[src/rtl/f32rem_pkg.sv]
package f32rem_pkg;

    localparam logic [31:0] SIGN_MASK  = 32'h8000_0000;
    localparam logic [31:0] ABS_MASK   = 32'h7fff_ffff;
    localparam logic [31:0] EXP_MASK   = 32'h7f80_0000;
    localparam logic [31:0] QNAN_BITS  = 32'h7fc0_0000;
    localparam int          SIG_W      = 24;
    localparam int          EXP_W      = 10;
    localparam int          STEPS      = 4;
    localparam int          QUEUE_DEPTH = 2;
    localparam int          QPTR_W     = 1;

    typedef enum logic [1:0]
    {
        CLS_NAN,
        CLS_PASS,
        CLS_ZERO,
        CLS_DIVIDE
    } cls_t;

    // classified item handed from front to back
    typedef struct packed
    {
        cls_t                    cls;
        logic [31:0]             x_bits;
        logic [SIG_W-1:0]        mx;
        logic [SIG_W-1:0]        my;
        logic signed [EXP_W-1:0] ey;
        logic [EXP_W-1:0]        diff;
    } job_t;

    typedef enum logic [1:0]
    {
        ST_IDLE,
        ST_LOOP,
        ST_NORM,
        ST_DONE
    } back_state_t;

    // leading zero count of a 24-bit significand
    function automatic logic [4:0] lzc24(input logic [SIG_W-1:0] v);
        logic [4:0] n;
        n = 5'd24;
        for (int i = 0; i < SIG_W; i++)
        begin
            if (v[i])
            begin
                n = 5'(SIG_W - 1 - i);
            end
        end
        return n;
    endfunction

endpackage

[src/rtl/f32rem_if.sv]
interface f32rem_in_if (input logic clk);
    logic        valid;
    logic        ready;
    logic [31:0] dividend_bits;
    logic [31:0] divisor_bits;
    modport source (output valid, dividend_bits, divisor_bits, input ready);
    modport sink (input valid, dividend_bits, divisor_bits, output ready);
endinterface

interface f32rem_out_if (input logic clk);
    logic        valid;
    logic        ready;
    logic [31:0] remainder_bits;
    logic        invalid_flag;
    modport source (output valid, remainder_bits, invalid_flag, input ready);
    modport sink (input valid, remainder_bits, invalid_flag, output ready);
endinterface

[src/rtl/f32rem_front.sv]
module f32rem_front
(
    input  logic                 clk,
    input  logic                 rst_n,
    f32rem_in_if.sink            in_ch,
    output logic                 job_valid,
    input  logic                 job_ready,
    output f32rem_pkg::job_t     job
);
    import f32rem_pkg::*;

    logic        valid_reg;
    job_t        job_reg;
    job_t        job_next;
    logic [31:0] ax;
    logic [31:0] ay;
    logic [4:0]  lx;
    logic [4:0]  ly;
    logic signed [EXP_W-1:0] ex;
    logic signed [EXP_W-1:0] ey;
    logic signed [EXP_W-1:0] d;

    assign in_ch.ready = !valid_reg || job_ready;
    assign job_valid   = valid_reg;
    assign job         = job_reg;

    always_comb
    begin
        ax = in_ch.dividend_bits & ABS_MASK;
        ay = in_ch.divisor_bits & ABS_MASK;
        lx = lzc24(ax[23:0]);
        ly = lzc24(ay[23:0]);
        job_next        = '0;
        job_next.x_bits = in_ch.dividend_bits;
        if (ax[30:23] == 8'd0)
        begin
            job_next.mx = 24'(ax[23:0] << lx);
            ex          = EXP_W'(1) - EXP_W'(lx);
        end
        else
        begin
            job_next.mx = {1'b1, ax[22:0]};
            ex          = EXP_W'(ax[30:23]);
        end
        if (ay[30:23] == 8'd0)
        begin
            job_next.my = 24'(ay[23:0] << ly);
            ey          = EXP_W'(1) - EXP_W'(ly);
        end
        else
        begin
            job_next.my = {1'b1, ay[22:0]};
            ey          = EXP_W'(ay[30:23]);
        end
        d             = ex - ey;
        job_next.ey   = ey;
        job_next.diff = d;
        priority if (ax >= EXP_MASK || ay > EXP_MASK || ay == 32'd0)
        begin
            job_next.cls = CLS_NAN;
        end
        else if (ax < ay)
        begin
            job_next.cls = CLS_PASS;
        end
        else if (ax == ay)
        begin
            job_next.cls = CLS_ZERO;
        end
        else
        begin
            job_next.cls = CLS_DIVIDE;
        end
    end

    always_ff @(posedge clk or negedge rst_n)
    begin
        if (!rst_n)
        begin
            valid_reg <= 1'b0;
        end
        else if (in_ch.ready)
        begin
            valid_reg <= in_ch.valid;
        end
    end

    always_ff @(posedge clk)
    begin
        if (in_ch.valid && in_ch.ready)
        begin
            job_reg <= job_next;
        end
    end
endmodule

[src/rtl/f32rem_queue.sv]
module f32rem_queue
(
    input  logic                 clk,
    input  logic                 rst_n,
    input  logic                 wr_valid,
    output logic                 wr_ready,
    input  f32rem_pkg::job_t     wr_job,
    output logic                 rd_valid,
    input  logic                 rd_ready,
    output f32rem_pkg::job_t     rd_job
);
    import f32rem_pkg::*;

    job_t              slot_reg [QUEUE_DEPTH];
    logic [QPTR_W-1:0] wptr_reg;
    logic [QPTR_W-1:0] rptr_reg;
    logic [QPTR_W:0]   count_reg;
    logic              push;
    logic              pop;

    assign wr_ready = count_reg != (QPTR_W+1)'(QUEUE_DEPTH);
    assign rd_valid = count_reg != '0;
    assign rd_job   = slot_reg[rptr_reg];
    assign push     = wr_valid && wr_ready;
    assign pop      = rd_valid && rd_ready;

    always_ff @(posedge clk or negedge rst_n)
    begin
        if (!rst_n)
        begin
            wptr_reg  <= '0;
            rptr_reg  <= '0;
            count_reg <= '0;
        end
        else
        begin
            if (push)
            begin
                wptr_reg <= wptr_reg + 1'b1;
            end
            if (pop)
            begin
                rptr_reg <= rptr_reg + 1'b1;
            end
            count_reg <= count_reg + (QPTR_W+1)'(push) - (QPTR_W+1)'(pop);
        end
    end

    always_ff @(posedge clk)
    begin
        if (push)
        begin
            slot_reg[wptr_reg] <= wr_job;
        end
    end
endmodule

[src/rtl/f32rem_back.sv]
module f32rem_back
(
    input  logic                 clk,
    input  logic                 rst_n,
    input  logic                 job_valid,
    output logic                 job_ready,
    input  f32rem_pkg::job_t     job,
    f32rem_out_if.source         out_ch
);
    import f32rem_pkg::*;

    back_state_t state_reg;
    back_state_t state_next;
    logic [SIG_W:0]          mx_reg;
    logic [SIG_W:0]          mx_next;
    logic [SIG_W-1:0]        my_reg;
    logic signed [EXP_W-1:0] ey_reg;
    logic [EXP_W-1:0]        cnt_reg;
    logic [EXP_W-1:0]        cnt_next;
    logic                    sign_reg;
    logic [31:0]             res_reg;
    logic [31:0]             res_next;
    logic                    inv_reg;
    logic                    load;
    logic                    finish;
    logic [SIG_W:0]          m;
    logic [SIG_W-1:0]        r;
    logic [4:0]              lz;
    logic signed [EXP_W-1:0] en;
    logic [EXP_W-1:0]        sh;

    assign job_ready             = state_reg == ST_IDLE;
    assign load                  = job_valid && job_ready;
    assign out_ch.valid          = state_reg == ST_DONE;
    assign out_ch.remainder_bits = res_reg;
    assign out_ch.invalid_flag   = inv_reg;

    always_comb
    begin
        state_next = state_reg;
        unique case (state_reg)
            ST_IDLE:
            begin
                if (job_valid)
                begin
                    state_next = (job.cls == CLS_DIVIDE) ? ST_LOOP : ST_DONE;
                end
            end
            ST_LOOP:
            begin
                if (cnt_reg <= EXP_W'(STEPS))
                begin
                    state_next = ST_NORM;
                end
            end
            ST_NORM:
            begin
                state_next = ST_DONE;
            end
            ST_DONE:
            begin
                if (out_ch.ready)
                begin
                    state_next = ST_IDLE;
                end
            end
            default:
            begin
                state_next = ST_IDLE;
            end
        endcase
    end

    // up to four restoring steps per cycle
    always_comb
    begin
        m        = mx_reg;
        cnt_next = cnt_reg;
        for (int i = 0; i < STEPS; i++)
        begin
            if (cnt_next != '0)
            begin
                if (m >= {1'b0, my_reg})
                begin
                    m = (m - {1'b0, my_reg}) << 1;
                end
                else
                begin
                    m = m << 1;
                end
                cnt_next = cnt_next - 1'b1;
            end
        end
        mx_next = m;
    end

    // final subtract, renormalize and pack
    always_comb
    begin
        r = (mx_reg >= {1'b0, my_reg}) ? 24'(mx_reg - {1'b0, my_reg}) : mx_reg[SIG_W-1:0];
        lz = lzc24(r);
        en = ey_reg - EXP_W'(lz);
        sh = EXP_W'(1) - en;
        if (r == '0)
        begin
            res_next = {sign_reg, 31'd0};
        end
        else if (en > 0)
        begin
            res_next = {sign_reg, en[7:0], 23'(r << lz)};
        end
        else if (sh > EXP_W'(31))
        begin
            res_next = {sign_reg, 31'd0};
        end
        else
        begin
            res_next = {sign_reg, 31'((32'(r << lz)) >> sh[4:0])};
        end
    end

    always_ff @(posedge clk or negedge rst_n)
    begin
        if (!rst_n)
        begin
            state_reg <= ST_IDLE;
        end
        else
        begin
            state_reg <= state_next;
        end
    end

    assign finish = state_reg == ST_NORM;

    always_ff @(posedge clk)
    begin
        if (load)
        begin
            mx_reg   <= {1'b0, job.mx};
            my_reg   <= job.my;
            ey_reg   <= job.ey;
            cnt_reg  <= job.diff;
            sign_reg <= job.x_bits[31];
            inv_reg  <= job.cls == CLS_NAN;
            unique case (job.cls)
                CLS_NAN:    res_reg <= QNAN_BITS;
                CLS_PASS:   res_reg <= job.x_bits;
                CLS_ZERO:   res_reg <= job.x_bits & SIGN_MASK;
                CLS_DIVIDE: res_reg <= '0;
                default:    res_reg <= '0;
            endcase
        end
        else if (state_reg == ST_LOOP)
        begin
            mx_reg  <= mx_next;
            cnt_reg <= cnt_next;
        end
        else if (finish)
        begin
            res_reg <= res_next;
        end
    end
endmodule

[src/rtl/float32_remainder_fmod.sv]
// channel | dir | beat
// in_ch   | in  | dividend_bits, divisor_bits
// out_ch  | out | remainder_bits, invalid_flag
// front classifies and normalizes into a registered job, then a two-entry queue
// back runs 4 shift-subtract steps a cycle, diff steps per item,
// diff being the exponent difference (at most 276)
// special cases skip the loop and normalize states in the back
// rst_n clears handshake and state, payload registers are not reset
// each side stalls on its own while the queue has room
module float32_remainder_fmod
(
    input logic          clk,
    input logic          rst_n,
    f32rem_in_if.sink    in_ch,
    f32rem_out_if.source out_ch
);
    import f32rem_pkg::*;

    logic fq_valid;
    logic fq_ready;
    job_t fq_job;
    logic qb_valid;
    logic qb_ready;
    job_t qb_job;

    f32rem_front u_front
    (
        .clk       (clk),
        .rst_n     (rst_n),
        .in_ch     (in_ch),
        .job_valid (fq_valid),
        .job_ready (fq_ready),
        .job       (fq_job)
    );

    f32rem_queue u_queue
    (
        .clk      (clk),
        .rst_n    (rst_n),
        .wr_valid (fq_valid),
        .wr_ready (fq_ready),
        .wr_job   (fq_job),
        .rd_valid (qb_valid),
        .rd_ready (qb_ready),
        .rd_job   (qb_job)
    );

    f32rem_back u_back
    (
        .clk       (clk),
        .rst_n     (rst_n),
        .job_valid (qb_valid),
        .job_ready (qb_ready),
        .job       (qb_job),
        .out_ch    (out_ch)
    );
endmodule
[src/flat_wrapper.sv]
// flat-port wrapper written by rule: the top's interface ports become plain ports
module float32_remainder_fmod_flat import f32rem_pkg::*;
  (clk, rst_n, in_ch_valid, in_ch_dividend_bits, in_ch_divisor_bits, in_ch_ready, out_ch_valid, out_ch_remainder_bits, out_ch_invalid_flag, out_ch_ready);
  f32rem_in_if in_ch_i (.clk(clk));
  f32rem_out_if out_ch_i (.clk(clk));
  input logic clk;
  input logic rst_n;
  input wire logic [$bits(in_ch_i.valid)-1:0] in_ch_valid;
  input wire logic [$bits(in_ch_i.dividend_bits)-1:0] in_ch_dividend_bits;
  input wire logic [$bits(in_ch_i.divisor_bits)-1:0] in_ch_divisor_bits;
  output wire logic [$bits(in_ch_i.ready)-1:0] in_ch_ready;
  output wire logic [$bits(out_ch_i.valid)-1:0] out_ch_valid;
  output wire logic [$bits(out_ch_i.remainder_bits)-1:0] out_ch_remainder_bits;
  output wire logic [$bits(out_ch_i.invalid_flag)-1:0] out_ch_invalid_flag;
  input wire logic [$bits(out_ch_i.ready)-1:0] out_ch_ready;
  assign in_ch_i.valid = in_ch_valid;
  assign in_ch_i.dividend_bits = in_ch_dividend_bits;
  assign in_ch_i.divisor_bits = in_ch_divisor_bits;
  assign in_ch_ready = in_ch_i.ready;
  assign out_ch_valid = out_ch_i.valid;
  assign out_ch_remainder_bits = out_ch_i.remainder_bits;
  assign out_ch_invalid_flag = out_ch_i.invalid_flag;
  assign out_ch_i.ready = out_ch_ready;
  float32_remainder_fmod u_core (.clk(clk), .rst_n(rst_n), .in_ch(in_ch_i), .out_ch(out_ch_i));
endmodule
[config.mk]
export PLATFORM = sky130hd
export DESIGN_NAME = float32_remainder_fmod_flat
export DESIGN_NICKNAME = d
export VERILOG_FILES = /design/src/rtl/f32rem_pkg.sv /design/src/rtl/f32rem_if.sv /design/src/rtl/f32rem_front.sv /design/src/rtl/f32rem_queue.sv /design/src/rtl/f32rem_back.sv /design/src/rtl/float32_remainder_fmod.sv /design/src/flat_wrapper.sv
export SDC_FILE = /design/constraint.sdc
export NUM_CORES = 1
export LEC_CHECK = 0
export BUFFER_PORTS_ARGS = -buffer_cell sky130_fd_sc_hd__buf_2
export CORE_ASPECT_RATIO = 1.2
export CORE_UTILIZATION = 40
export CTS_CLUSTER_SIZE = 10
export DETAILED_ROUTE_END_ITERATION = 16
export HOLD_SLACK_MARGIN = 0.12
export SYNTH_ARGS = -nofsm -noshare
export SYNTH_HDL_FRONTEND = slang
export SYNTH_HIERARCHICAL = 1
export SYNTH_SLANG_ARGS = --single-unit
[constraint.sdc]
create_clock -name clk -period 13.95 [get_ports clk]
set_input_delay 0.6975 -clock clk [delete_from_list [all_inputs] [get_ports clk]]
set_output_delay 0.6975 -clock clk [all_outputs]
set_load 0.05 [all_outputs]
==> impl_metrics.yaml, run 1 <==
synthesis:
  synthArstFlopShare_pct: 1.69
  ys_ff_latch: 415
  yosysTopAreaCellShare_pct: 38.6
  syn_inst: 3366
  syn_nets: 3594
  yosys.area.top_type: "edfxtp_1"
  ys_seq_area_share_pct: 39.2
  synth.area.top_cells: "edfxtp_1 (39%), ha_1 (6.1%), mux2_2 (4.5%)"
  synth-edff-count: 407
  syn_avg_cell_area_sq_um: 9.41
  synth_top_flop_cell: "edfxtp_1"
  synth_area_sq_um: 31700
  post_synth_num_cell_types: 110
  ys_warn_count: 6
cts:
  cts_root_buf: "clkbuf_16"
  clock_latency_ns: 0.57
  htree_levels: 2
  clk_pin_slew_worst_paths_ns: 0.06
  cts_buffers: 48
  cts_max_path_buffers: 3
  cts.sinks: 415
  cts_tree: "done"
global_route:
  antenna_found_initial: 1
  grt_pass1_wl_mm: 157
  grt_overflow_total: 0
  grt_usage_pct: 25.3
  grt_max_degree: 72
  first_global_vias: 26000
final_layout:
  drive_gt1_share_pct: 13.1
  fillerInstances: 7549
  fin_area_sq_um: 34800
  seq_area_sq_um: 12400
  final_common_cell: "edfxtp_1"
  diodes: 0
  largest_register_ffs: 204
  area_growth_pct: 9.68
  multiInputGateArea_sq_um: 17900
  mostFrequentLayoutCells: "edfxtp_1 (407), nor2_1 (315), a21oi_1 (258), nand2_1 (257), o21ai_0 (171)"
  final_nets: 3650
detailed_routing:
  drt_first_pass_iters: 6
  antenna_left: 0
  vias_per_cell: 6.19
  drt_wl_total_mm: 104
  drc: 0
  drt_iter0_markers: 3294
  routedWlPerCell_um: 23.3
  via_count: 27800
place:
  dpl-instance-area_sq_um: 33300
  dpl.hpwl_mm: 79.7
  portBuffers: 101
  gp_congestion: 1.02
timing:
  slew_violations: 0
  holdWs_ns: 0.299
  period_minus_slack_ns: 12.80
  tns_ns: 0
  rsz0062_at_grt: "no"
  worstMarginPinSlew_ns: 1.18
  fmax_ghz: 0.0781
  fin_crit_sh_pct: 91.8
  maxSlewHeadroom_pct: 20.7
  worst_clock_skew_ns: 0.0272
  hold_viol: 0
  finalSetupViolCount: 0
worst_setup_path:
  cp-startpoint: "u_core/u_back/mx_reg[7]$_DFFE_PP_"
  required_ns: 14.19
  worst_setup_path_end_kind: "flop"
  critPathArrivalTime_ns: 13.04
  worstSetupPathType: "flop to flop"
  cp_slowest_cell: "mux2i_1"
  reg2reg_from: "u_core/u_back/mx_reg[7]$_DFFE_PP_"
  cp-start-kind: "flop"
  cpMostUsedCell: "a21oi_1"
  cp_max_fo: 34
  max_stage_delay_ns: 0.67
job:
  maxCapViolCount: 0
hold_path:
  hold_path.startpoint: "in_ch_dividend_bits[31]"
  holdCritPathClass: "primary input to flop"
floorplan:
  ioPinCount: 103
  die_h_um: 310
  start_util_pct: 40.6
  die-area_sq_um: 80400
  coreArea_sq_um: 78100
  die_width_um: 259
  fp-row-count: 112
status:
  status: "completed"
-- layer usage --
metal / track usage, % / vias to the layer above / part of all wire (%)
met5: 0 / - / 0
met4: 12.3 / 0 / 5.1
met3: 2.11 / 243 / 5.7
met2: 41.8 / 1161 / 47
met1: 33.5 / 13400 / 43
li1: - / 13000 / -
-- metrics by stage --
stage	util, %	instances	setup WS [ns]
2_1_floorplan	-	3366	1.75
3_3_place_gp	42.7	4397	1.04
3_5_place_dp	42.7	4397	0.925
4_1_cts	44.5	4481	0.859
5_1_grt	44.5	4481	0.0952
6_report	44.5	4481	1.15
-- cell type report --
type / instances / share of cell area [%]
multi-input combinational: 2616 / 51.5
sequential: 415 / 35.7
clock buffer: 78 / 3.78
tap: 1026 / 3.69
timing repair buffer: 177 / 3.18
inverter: 164 / 1.78
clock inverter: 5 / 0.313
-- cells in the mapped netlist (all sizes together), types with 50 or more instances --
cell type    n
o21ai      194
xnor2       63
nand3       94
nand2      258
mux2       132
inv        157
a21o        57
mux2i       88
clkbuf     121
ha         154
buf         50
a31oi       56
a211oi      50
nor3        99
nor2       321
a21oi      263
edfxtp     407
-- cells by family after synthesis --
logic type,Yosys count,synth area share [%]
AO/OA/AOI/OAI,1064,22.6
AND/OR/NAND/NOR,1058,15.9
flip-flops,415,39.2
buffers and inverters,335,4.47
multiplexers,234,8.60
adder cells (fa/ha/maj),160,6.46
XOR/XNOR,100,2.76
-- critical path: cells and delay by family (launching register included) --
family | cells | cell delay (ns)
AO/OA/AOI/OAI | 33 | 6.96
adder cells (fa/ha/maj) | 4 | 1.48
AND/OR/NAND/NOR | 7 | 1.26
buffers and inverters | 5 | 1.21
multiplexers | 2 | 1.01
flip-flops | 1 | 0.52
-- worst paths after layout --
kind                       slack, ns  cells after the start                                  endpoint
min                             0.30                      1          u_core/u_front/job[99]$_DFFE_PP_
max in group asynchronous      13.19                      2       u_core/u_queue/rptr_reg$_DFFE_PN0P_
max                             1.15                     51        u_core/u_back/mx_reg[15]$_DFFE_PP_
max reg2reg                     1.15                     51        u_core/u_back/mx_reg[15]$_DFFE_PP_
min reg2reg                     0.43                      0  u_core/u_queue/slot_reg[0][44]$_DFFE_PP_
min in group asynchronous       0.57                      2      u_core/u_front/job_valid$_DFFE_PN0N_
-- timing repair --
| item | in CTS | in global routing |
|---|---|---|
| endpoints found under the setup margin | 0 | 23 |
| hold buffers | 1 | 0 |
| resized for setup | 0 | 7 |
| hold endpoints to repair | 7 | 0 |
| buffers inserted | 0 | 0 |
Power of run 1 is left out: the tool's default activity adds up to more than one toggle a clock period on the data nets, which glitch-free logic cannot reach.
==> run 2: changes to the inputs <==
- PLACE_DENSITY: default -> 0.62
==> impl_metrics.yaml, run 2 (same netlist as run 1, synthesis figures left out) <==
final_layout:
  multiInputGateArea_sq_um: 17900
  fillerInstances: 7448
  final_nets: 3647
  stdcell_count: 4478
  area_growth_pct: 9.66
  seq_area_sq_um: 12400
  mostFrequentLayoutCells: "edfxtp_1 (407), nor2_1 (315), a21oi_1 (257), nand2_1 (257), o21ai_0 (174)"
  largest_register_ffs: 204
  drive_gt1_share_pct: 13.1
  final_common_cell: "edfxtp_1"
worst_setup_path:
  path_buf_inv: 5
  worst_setup_path_end_kind: "flop"
  critPathArrivalTime_ns: 13.04
  max_stage_delay_ns: 0.64
  cp-start-kind: "flop"
  crit_family: "compound AO/OA/AOI/OAI gates"
  worstSetupPathType: "flop to flop"
  cp_max_fo: 30
  required_ns: 14.19
  cp_slowest_cell: "mux2i_1"
floorplan:
  coreArea_sq_um: 78100
  ioPinCount: 103
  start_util_pct: 40.6
  die_width_um: 259
  die-area_sq_um: 80400
  die_h_um: 310
  fp-row-count: 112
timing:
  tns_ns: 0
  rsz0062_at_grt: "no"
  fin_crit_sh_pct: 91.8
  slew_violations: 0
  hold_viol: 0
  period_minus_slack_ns: 12.81
  worst_clock_skew_ns: 0.0274
  finalSetupViolCount: 0
  worstMarginPinSlew_ns: 1.31
  maxSlewHeadroom_pct: 12.8
  fmax_ghz: 0.0781
cts:
  cts.sinks: 415
  clock_latency_ns: 0.57
  cts_root_buf: "clkbuf_16"
  clk_pin_slew_worst_paths_ns: 0.06
  cts_tree: "done"
  cts_buffers: 48
  cts_max_path_buffers: 3
  htree_levels: 2
detailed_routing:
  drc: 0
  vias_per_cell: 6.21
  drt_first_pass_iters: 7
  drt_wl_total_mm: 105
  antenna_left: 0
  drt_iter0_markers: 2996
  routedWlPerCell_um: 23.4
  via_count: 27800
global_route:
  grt_max_degree: 72
  grt_overflow_total: 0
  grt_usage_pct: 25.5
  grt_pass1_wl_mm: 159
  first_global_vias: 26600
  antenna_found_initial: 1
place:
  portBuffers: 101
  dpl.hpwl_mm: 79.0
  place_inst: 4391
  gp_congestion: 1.03
hold_path:
  holdCritPathClass: "primary input to flop"
status:
  status: "completed"
job:
  maxCapViolCount: 0
[run 2: cell count changes in the layout (fill, tap and decap cells not counted), moves of 2 or more]
cell,before,now
o21ai_1,21,17
clkinvlp_4,0,2
o21ai_0,171,174
clkbuf_1,30,28
buf_4,73,70
[run 2: final timing paths]
path	slack, ns	endpoint	cells after the start	from
max in group asynchronous	13.21	u_core/u_queue/rptr_reg$_DFFE_PN0P_	2	rst_n
max reg2reg	1.14	u_core/u_back/mx_reg[15]$_DFFE_PP_	53	u_core/u_back/mx_reg[7]$_DFFE_PP_
min in group asynchronous	0.57	u_core/u_back/state_reg[1]$_DFFE_PN0P_	2	rst_n
min	0.30	u_core/u_front/job[99]$_DFFE_PP_	1	in_ch_dividend_bits[31]
max	1.14	u_core/u_back/mx_reg[15]$_DFFE_PP_	53	u_core/u_back/mx_reg[7]$_DFFE_PP_
min reg2reg	0.43	u_core/u_queue/slot_reg[0][8]$_DFFE_PP_	0	u_core/u_front/job[8]$_DFFE_PP_
[run 2: metrics by stage]
stage          instance area, sq um  utilization, %  setup slack [ns]  hold WS (ns)
6_report                      34800            44.5              1.14         0.301
5_1_grt                       34700            44.5            0.0700         0.292
3_3_place_gp                  33300            42.6              1.20         0.422
2_1_floorplan                 31700               -              1.75         0.402
3_5_place_dp                  33300            42.6              1.11         0.429
4_1_cts                       34700            44.4              1.02         0.275
[run 2: what timing repair did]
item / 4_1_cts / 5_1_grt
endpoints found under the setup margin: 0 / 23
hold endpoints to repair: 7 / 0
gates resized for setup: 0 / 9
buffers inserted: 0 / 3
hold buffers: 1 / 0
[run 2: layout make-up]
class / instances / area share (%)
clock buffers: 77 / 3.80
repair buffers: 174 / 3.09
multi-input cells: 2616 / 51.6
inverters: 164 / 1.79
well taps: 1026 / 3.69
clock inverters: 5 / 0.299
flip-flops and latches: 415 / 35.7
diodes: 1 / 0.00720
[run 2: per-layer routing]
metal | wire, um | vias up | track usage [%]
met5 | 0 | - | 0
met4 | 5470 | 0 | 12.1
met3 | 6650 | 280 | 2.32
met2 | 48900 | 1291 | 42.7
met1 | 43600 | 13200 | 33.0
li1 | - | 13000 | -
Power of run 2 is left out for the same reason.
